==> config.mk <==
export PLATFORM = sky130hd
export DESIGN_NAME = rotated_sprite_blitter
export DESIGN_NICKNAME = d
export VERILOG_FILES = /design/src/rsb_pkg.sv /design/src/rsb_cfg.sv /design/src/rsb_mac.sv /design/src/rotated_sprite_blitter.sv
export SDC_FILE = /design/constraint.sdc
export NUM_CORES = 1
export LEC_CHECK = 0
export ABC_AREA = 1
export ABC_CLOCK_PERIOD_IN_PS = 7550
export BUFFER_PORTS_ARGS = -buffer_cell sky130_fd_sc_hd__buf_2
export CAP_MARGIN = 20
export CORE_MARGIN = 5
export CORE_UTILIZATION = 40
export CTS_BUF_LIST = sky130_fd_sc_hd__clkbuf_8
export DETAILED_ROUTE_END_ITERATION = 8
export PLACE_DENSITY = 0.69
export SLEW_MARGIN = 40
export SYNTH_ARGS = -nofsm -noshare
export SYNTH_HDL_FRONTEND = slang
export SYNTH_SLANG_ARGS = --single-unit
==> constraint.sdc <==
create_clock -name i_clk -period 7.55 [get_ports i_clk]
set_input_delay 1.51 -clock i_clk [delete_from_list [all_inputs] [get_ports i_clk]]
set_output_delay 1.51 -clock i_clk [all_outputs]
set_load 0.01 [all_outputs]
==> src/rsb_pkg.sv <==
// ----------------------------------------------------------------------------
// rsb_pkg
// Shared widths, register codes, control types and helpers of the blitter.
// ----------------------------------------------------------------------------
package rsb_pkg;

    // Default geometry
    localparam int SCREEN_WIDTH_DEF    = 1024;
    localparam int SCREEN_HEIGHT_DEF   = 768;
    localparam int PIXEL_BYTES_DEF     = 1;
    localparam int MAX_SPRITE_SIDE_DEF = 256;

    // Fixed constants of the blit
    localparam int FIXED_OFFSET = 20;
    localparam int MAX_COLOR    = 63;
    localparam int FRAC_W       = 14;

    // Field widths
    localparam int COLOR_W  = 8;
    localparam int FILL_W   = 6;
    localparam int OFFSET_W = 20;
    localparam int SIZE_W   = 9;
    localparam int ORIGIN_W = 16;
    localparam int TRIG_W   = 16;
    localparam int PAD_W    = 8;

    // Shared multiply-accumulate unit widths (cover sprite sides up to 1024)
    localparam int MUL_A_W = 14;
    localparam int MUL_B_W = 16;
    localparam int ACC_W   = 36;
    localparam int QUO_W   = ACC_W - FRAC_W;

    // Register port
    localparam int APB_ADDR_W = 5;
    localparam int APB_DATA_W = 32;
    localparam int REG_IDX_W  = APB_ADDR_W - 2;

    localparam logic [REG_IDX_W-1:0] REG_SPRITE_WIDTH  = 3'd0;
    localparam logic [REG_IDX_W-1:0] REG_SPRITE_HEIGHT = 3'd1;
    localparam logic [REG_IDX_W-1:0] REG_ORIGIN_X      = 3'd2;
    localparam logic [REG_IDX_W-1:0] REG_ORIGIN_Y      = 3'd3;
    localparam logic [REG_IDX_W-1:0] REG_SINE          = 3'd4;
    localparam logic [REG_IDX_W-1:0] REG_COSINE        = 3'd5;
    localparam logic [REG_IDX_W-1:0] REG_PAD           = 3'd6;

    localparam int COSINE_RESET = 16384;

    // Accumulator base select
    localparam logic [1:0] BASE_ZERO = 2'd0;
    localparam logic [1:0] BASE_ACC  = 2'd1;
    localparam logic [1:0] BASE_LOAD = 2'd2;

    typedef struct packed {
        logic       acc_en;
        logic [1:0] base_sel;
        logic       negate;
    } t_mac_ctl;

    typedef struct packed {
        logic        [SIZE_W-1:0]   sprite_width;
        logic        [SIZE_W-1:0]   sprite_height;
        logic        [ORIGIN_W-1:0] origin_x;
        logic        [ORIGIN_W-1:0] origin_y;
        logic signed [TRIG_W-1:0]   sine_value;
        logic signed [TRIG_W-1:0]   cosine_value;
        logic        [PAD_W-1:0]    pad_distance;
    } t_cfg;

    // Divide by 2^FRAC_W, rounding toward zero
    function automatic logic signed [QUO_W-1:0] trunc_q(input logic signed [ACC_W-1:0] v);
        logic signed [ACC_W-1:0] adj;
        adj = v[ACC_W-1] ? $signed(v + ACC_W'((1 << FRAC_W) - 1)) : v;
        return QUO_W'(adj >>> FRAC_W);
    endfunction

endpackage

==> src/rsb_cfg.sv <==
// ----------------------------------------------------------------------------
// rsb_cfg
// Register file behind the APB-style configuration port.
// ----------------------------------------------------------------------------
module rsb_cfg (
    input  logic                            i_clk,
    input  logic                            i_rst_n,
    input  logic                            psel,
    input  logic                            penable,
    input  logic                            pwrite,
    input  logic [rsb_pkg::APB_ADDR_W-1:0]  paddr,
    input  logic [rsb_pkg::APB_DATA_W-1:0]  pwdata,
    output logic [rsb_pkg::APB_DATA_W-1:0]  prdata,
    output logic                            pready,
    output rsb_pkg::t_cfg                   o_cfg
);
    import rsb_pkg::*;

    t_cfg                 r_cfg;
    logic [REG_IDX_W-1:0] reg_idx;
    logic                 wr_en;

    assign pready  = 1'b1;
    assign reg_idx = paddr[APB_ADDR_W-1:2];
    assign wr_en   = psel & penable & pwrite;
    assign o_cfg   = r_cfg;

    // Write the addressed register; drop writes beyond the list
    always_ff @(posedge i_clk) begin
        if (!i_rst_n) begin
            r_cfg.sprite_width  <= SIZE_W'(1);
            r_cfg.sprite_height <= SIZE_W'(1);
            r_cfg.origin_x      <= '0;
            r_cfg.origin_y      <= '0;
            r_cfg.sine_value    <= '0;
            r_cfg.cosine_value  <= TRIG_W'(COSINE_RESET);
            r_cfg.pad_distance  <= '0;
        end else if (wr_en) begin
            unique case (reg_idx)
                REG_SPRITE_WIDTH:  r_cfg.sprite_width  <= pwdata[SIZE_W-1:0];
                REG_SPRITE_HEIGHT: r_cfg.sprite_height <= pwdata[SIZE_W-1:0];
                REG_ORIGIN_X:      r_cfg.origin_x      <= pwdata[ORIGIN_W-1:0];
                REG_ORIGIN_Y:      r_cfg.origin_y      <= pwdata[ORIGIN_W-1:0];
                REG_SINE:          r_cfg.sine_value    <= $signed(pwdata[TRIG_W-1:0]);
                REG_COSINE:        r_cfg.cosine_value  <= $signed(pwdata[TRIG_W-1:0]);
                REG_PAD:           r_cfg.pad_distance  <= pwdata[PAD_W-1:0];
                default: begin
                end
            endcase
        end
    end

    // Read back the addressed register
    always_comb begin
        unique case (reg_idx)
            REG_SPRITE_WIDTH:  prdata = APB_DATA_W'(r_cfg.sprite_width);
            REG_SPRITE_HEIGHT: prdata = APB_DATA_W'(r_cfg.sprite_height);
            REG_ORIGIN_X:      prdata = APB_DATA_W'(r_cfg.origin_x);
            REG_ORIGIN_Y:      prdata = APB_DATA_W'(r_cfg.origin_y);
            REG_SINE:          prdata = APB_DATA_W'($unsigned(r_cfg.sine_value));
            REG_COSINE:        prdata = APB_DATA_W'($unsigned(r_cfg.cosine_value));
            REG_PAD:           prdata = APB_DATA_W'(r_cfg.pad_distance);
            default:           prdata = '0;
        endcase
    end

endmodule

==> src/rsb_mac.sv <==
// ----------------------------------------------------------------------------
// rsb_mac
// Shared signed multiplier with a registered product and an accumulator.
// ----------------------------------------------------------------------------
module rsb_mac (
    input  logic                                    i_clk,
    input  logic signed [rsb_pkg::MUL_A_W-1:0]      i_mul_a,
    input  logic signed [rsb_pkg::MUL_B_W-1:0]      i_mul_b,
    input  rsb_pkg::t_mac_ctl                       i_ctl,
    input  logic signed [rsb_pkg::ACC_W-1:0]        i_preload,
    output logic signed [rsb_pkg::ACC_W-1:0]        o_acc
);
    import rsb_pkg::*;

    localparam int PROD_W = MUL_A_W + MUL_B_W;

    logic signed [PROD_W-1:0] r_prod;
    logic signed [ACC_W-1:0]  r_acc;
    logic signed [ACC_W-1:0]  prod_ext;
    logic signed [ACC_W-1:0]  addend;
    logic signed [ACC_W-1:0]  base;
    logic signed [ACC_W-1:0]  n_acc;

    assign prod_ext = ACC_W'(r_prod);
    assign addend   = i_ctl.negate ? -prod_ext : prod_ext;
    assign o_acc    = r_acc;

    // Pick the accumulator base
    always_comb begin
        unique case (i_ctl.base_sel)
            BASE_ZERO: base = '0;
            BASE_ACC:  base = r_acc;
            BASE_LOAD: base = i_preload;
            default:   base = '0;
        endcase
        n_acc = base + addend;
    end

    // Register the product, then add the registered product into the accumulator when enabled
    always_ff @(posedge i_clk) begin
        r_prod <= i_mul_a * i_mul_b;
        if (i_ctl.acc_en) begin
            r_acc <= n_acc;
        end
    end

endmodule

==> src/rotated_sprite_blitter.sv <==
// ----------------------------------------------------------------------------
// rotated_sprite_blitter
// Rotates sprite pixels about a pivot and emits frame-buffer byte offsets.
// ----------------------------------------------------------------------------
// Usage:
//   Pixel channel (i_pix_valid / o_pix_stall / i_pixel_color) takes sprite
//   pixels in row-major order; one beat per pixel. Result channel
//   (o_out_valid / i_out_stall / o_byte_offset / o_fill_color) gives one
//   beat per visible pixel; transparent or off-screen pixels give none.
//   One shared multiply-accumulate unit does all eight products of a pixel
//   in sequence, so o_pix_stall stays high from each accepted beat until
//   that pixel leaves its last step; a new pixel is taken only once the
//   last one is done. The result sits in an output register; while the
//   receiver stalls, the next pixel is still processed and waits in its
//   last step only if it too is visible and the register is still full.
//   Registers are to be written through the APB-style port only while the
//   block is idle; the block does not enforce this. Reset clears the
//   sprite counters, empties the output register and loads register
//   defaults (1x1 sprite, zero origin, no rotation).
// ----------------------------------------------------------------------------
module rotated_sprite_blitter #(
    parameter int SCREEN_WIDTH    = rsb_pkg::SCREEN_WIDTH_DEF,
    parameter int SCREEN_HEIGHT   = rsb_pkg::SCREEN_HEIGHT_DEF,
    parameter int PIXEL_BYTES     = rsb_pkg::PIXEL_BYTES_DEF,
    parameter int MAX_SPRITE_SIDE = rsb_pkg::MAX_SPRITE_SIDE_DEF
) (
    input  logic                            i_clk,
    input  logic                            i_rst_n,
    // configuration port
    input  logic                            psel,
    input  logic                            penable,
    input  logic                            pwrite,
    input  logic [rsb_pkg::APB_ADDR_W-1:0]  paddr,
    input  logic [rsb_pkg::APB_DATA_W-1:0]  pwdata,
    output logic [rsb_pkg::APB_DATA_W-1:0]  prdata,
    output logic                            pready,
    // pixel channel
    input  logic                            i_pix_valid,
    output logic                            o_pix_stall,
    input  logic [rsb_pkg::COLOR_W-1:0]     i_pixel_color,
    // result channel
    output logic                            o_out_valid,
    input  logic                            i_out_stall,
    output logic [rsb_pkg::OFFSET_W-1:0]    o_byte_offset,
    output logic [rsb_pkg::FILL_W-1:0]      o_fill_color
);
    import rsb_pkg::*;

    localparam int CW        = $clog2(MAX_SPRITE_SIDE);
    localparam int SIDE_W    = CW + 1;
    localparam int CMP_W     = (SIDE_W > SIZE_W) ? SIDE_W : SIZE_W;
    localparam int DX_W      = CW + 2;
    localparam int ROW_BYTES = SCREEN_WIDTH * PIXEL_BYTES;

    // Sequencer states
    localparam logic [3:0] ST_IDLE = 4'd0;
    localparam logic [3:0] ST_P0   = 4'd1;
    localparam logic [3:0] ST_P1   = 4'd2;
    localparam logic [3:0] ST_P2   = 4'd3;
    localparam logic [3:0] ST_P3   = 4'd4;
    localparam logic [3:0] ST_P4   = 4'd5;
    localparam logic [3:0] ST_P5   = 4'd6;
    localparam logic [3:0] ST_P6   = 4'd7;
    localparam logic [3:0] ST_P7   = 4'd8;
    localparam logic [3:0] ST_P8   = 4'd9;
    localparam logic [3:0] ST_P9   = 4'd10;
    localparam logic [3:0] ST_DONE = 4'd11;

    t_cfg cfg;

    logic [3:0]                 r_state, n_state;
    logic [CW-1:0]              r_col, n_col;
    logic [CW-1:0]              r_row, n_row;
    logic                       r_out_valid, n_out_valid;
    logic [COLOR_W-1:0]         r_color;
    logic signed [MUL_A_W-1:0]  r_dx;
    logic signed [MUL_A_W-1:0]  r_dy;
    logic signed [QUO_W-1:0]    r_rx;
    logic signed [QUO_W-1:0]    r_ry;
    logic signed [QUO_W-1:0]    r_sx;
    logic signed [QUO_W-1:0]    r_sy;
    logic [OFFSET_W-1:0]        r_byte_offset;
    logic [FILL_W-1:0]          r_fill_color;

    logic                       accept_in;
    logic                       out_free;
    logic                       visible;
    logic                       load_out;
    logic [SIDE_W-1:0]          w_eff;
    logic [SIDE_W-1:0]          h_eff;
    logic [CW-1:0]              half_w;
    logic signed [DX_W-1:0]     dx;
    logic signed [MUL_A_W-1:0]  push_len;
    logic signed [ACC_W-1:0]    acc;
    logic signed [ACC_W-1:0]    pre_x;
    logic signed [ACC_W-1:0]    pre_y;
    logic signed [MUL_A_W-1:0]  mul_a;
    logic signed [MUL_B_W-1:0]  mul_b;
    logic signed [ACC_W-1:0]    preload;
    t_mac_ctl                   mac_ctl;

    // Clamp a configured side into 1..MAX_SPRITE_SIDE
    function automatic logic [SIDE_W-1:0] clamp_side(input logic [SIZE_W-1:0] v);
        logic [SIDE_W-1:0] res;
        if (v == '0) begin
            res = SIDE_W'(1);
        end else if (CMP_W'(v) > CMP_W'(MAX_SPRITE_SIDE)) begin
            res = SIDE_W'(MAX_SPRITE_SIDE);
        end else begin
            res = SIDE_W'(v);
        end
        return res;
    endfunction

    rsb_cfg u_cfg (
        .i_clk   (i_clk),
        .i_rst_n (i_rst_n),
        .psel    (psel),
        .penable (penable),
        .pwrite  (pwrite),
        .paddr   (paddr),
        .pwdata  (pwdata),
        .prdata  (prdata),
        .pready  (pready),
        .o_cfg   (cfg)
    );

    rsb_mac u_mac (
        .i_clk     (i_clk),
        .i_mul_a   (mul_a),
        .i_mul_b   (mul_b),
        .i_ctl     (mac_ctl),
        .i_preload (preload),
        .o_acc     (acc)
    );

    // Handshake and sprite geometry
    assign o_pix_stall = (r_state != ST_IDLE);
    assign accept_in   = i_pix_valid & ~o_pix_stall;
    assign out_free    = ~r_out_valid | ~i_out_stall;
    assign w_eff       = clamp_side(cfg.sprite_width);
    assign h_eff       = clamp_side(cfg.sprite_height);
    assign half_w      = w_eff[SIDE_W-1:1];
    assign dx          = $signed({2'b00, r_col}) - $signed({2'b00, half_w});
    assign push_len    = MUL_A_W'(FIXED_OFFSET) + MUL_A_W'(cfg.pad_distance);
    assign pre_x       = (ACC_W'(r_rx) + $signed(ACC_W'(cfg.origin_x))) <<< FRAC_W;
    assign pre_y       = (ACC_W'(r_ry) + $signed(ACC_W'(cfg.origin_y))) <<< FRAC_W;

    // Visible: on screen and not transparent
    assign visible = !r_sx[QUO_W-1] && !r_sy[QUO_W-1]
                  && ($unsigned(r_sx) < QUO_W'(SCREEN_WIDTH))
                  && ($unsigned(r_sy) < QUO_W'(SCREEN_HEIGHT))
                  && (r_color <= COLOR_W'(MAX_COLOR));
    assign load_out = (r_state == ST_DONE) && visible && out_free;

    // Drive the shared unit for each step
    always_comb begin
        mul_a   = '0;
        mul_b   = '0;
        mac_ctl = '0;
        preload = '0;
        n_state = r_state;
        unique case (r_state)
            ST_IDLE: begin
                if (accept_in) begin
                    n_state = ST_P0;
                end
            end
            ST_P0: begin
                mul_a   = r_dx;
                mul_b   = cfg.cosine_value;
                n_state = ST_P1;
            end
            ST_P1: begin
                mul_a   = r_dy;
                mul_b   = cfg.sine_value;
                mac_ctl = '{acc_en: 1'b1, base_sel: BASE_ZERO, negate: 1'b0};
                n_state = ST_P2;
            end
            ST_P2: begin
                mul_a   = r_dx;
                mul_b   = cfg.sine_value;
                mac_ctl = '{acc_en: 1'b1, base_sel: BASE_ACC, negate: 1'b1};
                n_state = ST_P3;
            end
            ST_P3: begin
                mul_a   = r_dy;
                mul_b   = cfg.cosine_value;
                mac_ctl = '{acc_en: 1'b1, base_sel: BASE_ZERO, negate: 1'b0};
                n_state = ST_P4;
            end
            ST_P4: begin
                mul_a   = push_len;
                mul_b   = cfg.sine_value;
                mac_ctl = '{acc_en: 1'b1, base_sel: BASE_ACC, negate: 1'b0};
                n_state = ST_P5;
            end
            ST_P5: begin
                mul_a   = push_len;
                mul_b   = cfg.cosine_value;
                preload = pre_x;
                mac_ctl = '{acc_en: 1'b1, base_sel: BASE_LOAD, negate: 1'b1};
                n_state = ST_P6;
            end
            ST_P6: begin
                preload = pre_y;
                mac_ctl = '{acc_en: 1'b1, base_sel: BASE_LOAD, negate: 1'b0};
                n_state = ST_P7;
            end
            ST_P7: begin
                mul_a   = $signed(r_sx[MUL_A_W-1:0]);
                mul_b   = MUL_B_W'(PIXEL_BYTES);
                n_state = ST_P8;
            end
            ST_P8: begin
                mul_a   = $signed(r_sy[MUL_A_W-1:0]);
                mul_b   = MUL_B_W'(ROW_BYTES);
                mac_ctl = '{acc_en: 1'b1, base_sel: BASE_ZERO, negate: 1'b0};
                n_state = ST_P9;
            end
            ST_P9: begin
                mac_ctl = '{acc_en: 1'b1, base_sel: BASE_ACC, negate: 1'b0};
                n_state = ST_DONE;
            end
            ST_DONE: begin
                if (!visible || out_free) begin
                    n_state = ST_IDLE;
                end
            end
            default: begin
                n_state = ST_IDLE;
            end
        endcase
    end

    // Advance the column and row counters on each accepted pixel
    always_comb begin
        n_col = r_col;
        n_row = r_row;
        if (accept_in) begin
            if ((SIDE_W'(r_col) + SIDE_W'(1)) >= w_eff) begin
                n_col = '0;
                if ((SIDE_W'(r_row) + SIDE_W'(1)) >= h_eff) begin
                    n_row = '0;
                end else begin
                    n_row = r_row + CW'(1);
                end
            end else begin
                n_col = r_col + CW'(1);
            end
        end
    end

    // Hold or drain the output register
    always_comb begin
        n_out_valid = r_out_valid;
        if (load_out) begin
            n_out_valid = 1'b1;
        end else if (r_out_valid && !i_out_stall) begin
            n_out_valid = 1'b0;
        end
    end

    // Control registers
    always_ff @(posedge i_clk) begin
        if (!i_rst_n) begin
            r_state     <= ST_IDLE;
            r_col       <= '0;
            r_row       <= '0;
            r_out_valid <= 1'b0;
        end else begin
            r_state     <= n_state;
            r_col       <= n_col;
            r_row       <= n_row;
            r_out_valid <= n_out_valid;
        end
    end

    // Payload registers: pixel operands, quotients, result
    always_ff @(posedge i_clk) begin
        if (accept_in) begin
            r_color <= i_pixel_color;
            r_dx    <= MUL_A_W'(dx);
            r_dy    <= $signed(MUL_A_W'(r_row));
        end
        if (r_state == ST_P3) begin
            r_rx <= trunc_q(acc);
        end
        if (r_state == ST_P5) begin
            r_ry <= trunc_q(acc);
        end
        if (r_state == ST_P6) begin
            r_sx <= trunc_q(acc);
        end
        if (r_state == ST_P7) begin
            r_sy <= trunc_q(acc);
        end
        if (load_out) begin
            r_byte_offset <= acc[OFFSET_W-1:0];
            r_fill_color  <= r_color[FILL_W-1:0];
        end
    end

    assign o_out_valid   = r_out_valid;
    assign o_byte_offset = r_byte_offset;
    assign o_fill_color  = r_fill_color;

endmodule

==> metrics <==
result of the run=completed; Chip Width=269 µm; floorplan row count=95; number of antenna violations at the first check in global routing=1; pin count of the biggest net entering global routing=92; multi-input combinational cell area=16300 µm²; Yosys warnings=0; cell type contributing the most total cell area after synthesis=edfxtp_1; critical path fanouts, max=7; Tightest Hold Check Type=reg2reg; Req. time, crit path=8.03 ns; remaining max-slew budget at the tightest pin=0.456; delay contributed by the slowest stage of the critical path=0.56 ns; most area-consuming cells after synthesis=edfxtp_1 20%, fa_1 17%, dfxtp_1 10%; number of global-route vias before repair=22300; count of flip-flops with a built-in enable after synthesis=175; H-tree depth=2; Post-Place Worst Slack=0.256 ns; FF+latch area=8080 µm²; final hold vios=0; clock input transition at the sequential cells of the worst setup and hold paths=0.06 ns; Total Neg Setup Slack=0 ns; Tot Pwr=5.92 mW; peak supply drop=0.137 mV; initial cell density of the core=0.402; prevailing post-synth register cell=edfxtp_1; via count of the routed design=22300; Slew Limit Fails=0; max-cap viol count=0; number of register bits inferred by synthesis=316; post-layout worst setup margin=0.373 ns; area share of the leading cell type in the synthesized netlist=0.195; Post-Route Hold Slack=0.416 ns; Crit path arrival time=7.66 ns; Cell Pwr Density=200 nW/µm²; global placer's final weighted congestion=0.958; post-synthesis average cell area=8.16 µm²; height of the die=269 µm; number of standard cells in the final layout excluding fillers=4342; Worst Tran Pin Value=0.816 ns; number of distinct standard cells referenced by the synthesized netlist=63; share of synthesized area occupied by flip-flops and latches=0.300; via density per instance=5.13; floorplan core area=66900 µm²; standard cell with the maximum stage delay on the critical path=fa_1; cell count after synthesis=3301; FILL cells=6607; Crit Path Class=reg2reg; # DRC=0; summed instance area of the synthesized netlist=26900 µm²; Leakage Power=14.0 nW; Longest Clk Path Bufs=3; nature of the critical path endpoint=flop; overflow left after global routing=0; remaining antenna violation count=0; worst setup skew after layout=0.0426 ns; first-pass GRT wire length=119000 µm; TritonCTS buffer count=52; average wire per standard cell=17.1 µm; critical path buffer and inverter count=9; DRC marker count from the first detailed-route iteration=1761; clock root buffer master=clkbuf_8; cell class contributing the biggest share of worst-path delay=adder cells; total number of clock tree sinks=316; final wirelength=74100 µm; share of post-route cells with drive strength above 1=0.0830; count leader, synth=inv_1; fmax=139 MHz; final critical-path required period=7.18 ns; Setup crit start kind=flop; number of I/O pins=113; length of the first detailed-routing pass in iterations=6; fraction of synthesis flops using an asynchronous set or reset pin=0; final setup vio count=0; number of nets in the layout=3869; share of the clock period used by the worst path=0.951; latest clock arrival within the worst-skew pair=0.64 ns; Post-Place Cells=4230; Post-synth top cells=599 x inv_1, 595 x nand2_1, 396 x nor2_1; Post-DP HPWL=59600 µm; area overhead of the layout relative to synthesis=10.1%; unrepaired setup endpoints after global routing=no; TritonCTS clock tree=built; global-route total usage across every layer=0.201; number of buffers added on ports=77; area enclosed by the die boundary=72600 µm²
==> cell usage in the layout (no fill, tap or decap), types with 37 or more instances in the layout <==
master,instances
inv_1,610
nand2_1,593
nor2_1,393
fa_1,222
o21ai_0,207
a21oi_1,193
edfxtp_1,175
ha_1,170
dfxtp_1,141
xor2_1,98
nand3_1,96
buf_2,77
clkbuf_8,54
buf_4,41
xnor2_1,37
nand4_1,37
==> flip-flops by register name, indices dropped and copies added (netlist names) <==
name	flops
r_state	4
r_sx	22
r_rx	22
r_ry	22
r_col	8
r_sy	22
o_byte_offset	20
u_mac.r_prod	30
u_mac.o_acc	36
o_fill_color	6
r_color	8
r_dx	9
r_row	8
u_cfg.o_cfg	90
o_out_valid	1
r_dy	8
==> power by group <==
part,total [mW],internal [mW],switching (mW)
clock network,1.50,0.773,0.728
logic,2.10,0.664,1.44
registers,2.32,2.15,0.169
total,5.92,3.59,2.33
==> stage by stage <==
| stage | cell area, µm² | utilization |
|---|---|---|
| after floorplan | 27000 | - |
| after global placement | 28400 | 0.424 |
| after detailed placement | 28400 | 0.424 |
| after CTS | 29400 | 0.439 |
| after global routing | 29600 | 0.443 |
| final | 29600 | 0.443 |
==> cell families after synthesis <==
group,synth area share
AOI/OAI and AO/OA,0.121
xor gates and xnor gates,0.0439
adders and majority gates,0.245
buffers and inverters,0.102
DFF,0.300
other,0.000279
and+or+nand+nor,0.188
==> per-layer routing <==
layer / GRT usage / wire [µm] / vias up
met2: 0.343 / 35700 / 695
met1: 0.257 / 30600 / 10600
met4: 0.0787 / 2860 / 0
met5: 0 / 0 / -
met3: 0.0325 / 5050 / 158
li1: - / - / 10800
==> worst register-to-register path: cells and delay by family, from the launching register on <==
family | cells | cell delay (ns)
compound gates | 4 | 0.95
fa+ha+maj | 7 | 3.48
buf+inv | 9 | 0.85
xor+xnor | 1 | 0.14
flops | 1 | 0.48
simple gates | 11 | 1.15
==> cell type report <==
cell class,count,area share
Inverter,627,0.0796
Clock buffer,54,0.0251
Clock inverter,44,0.00941
Sequential cell,316,0.272
Timing Repair Buffer,125,0.0281
Antenna cell,1,0.0000844
Multi-Input combinational cell,2302,0.548
Tap cell,873,0.0368
==> final timing paths <==
check	start	endpoint	slack, ns	cells after the start
worst min register to register	r_color[5]$_DFFE_PP_	o_fill_color[5]$_DFFE_PP_	0.42	0
worst min-delay path	r_color[5]$_DFFE_PP_	o_fill_color[5]$_DFFE_PP_	0.42	0
worst max-delay path	r_state[1]$_SDFFE_PN0P_	u_mac.r_prod[29]$_DFF_P_	0.37	32
worst max register to register	r_state[1]$_SDFFE_PN0P_	u_mac.r_prod[29]$_DFF_P_	0.37	32
==> what timing repair did <==
action                                  CTS  global route
hold buffers                              0             0
endpoints found under the setup margin    0             9
endpoints found under the hold margin     0             0
gates resized for setup                   0            19
setup buffers                             0            13
No activity file was read; power rests on OpenSTA's default activity.
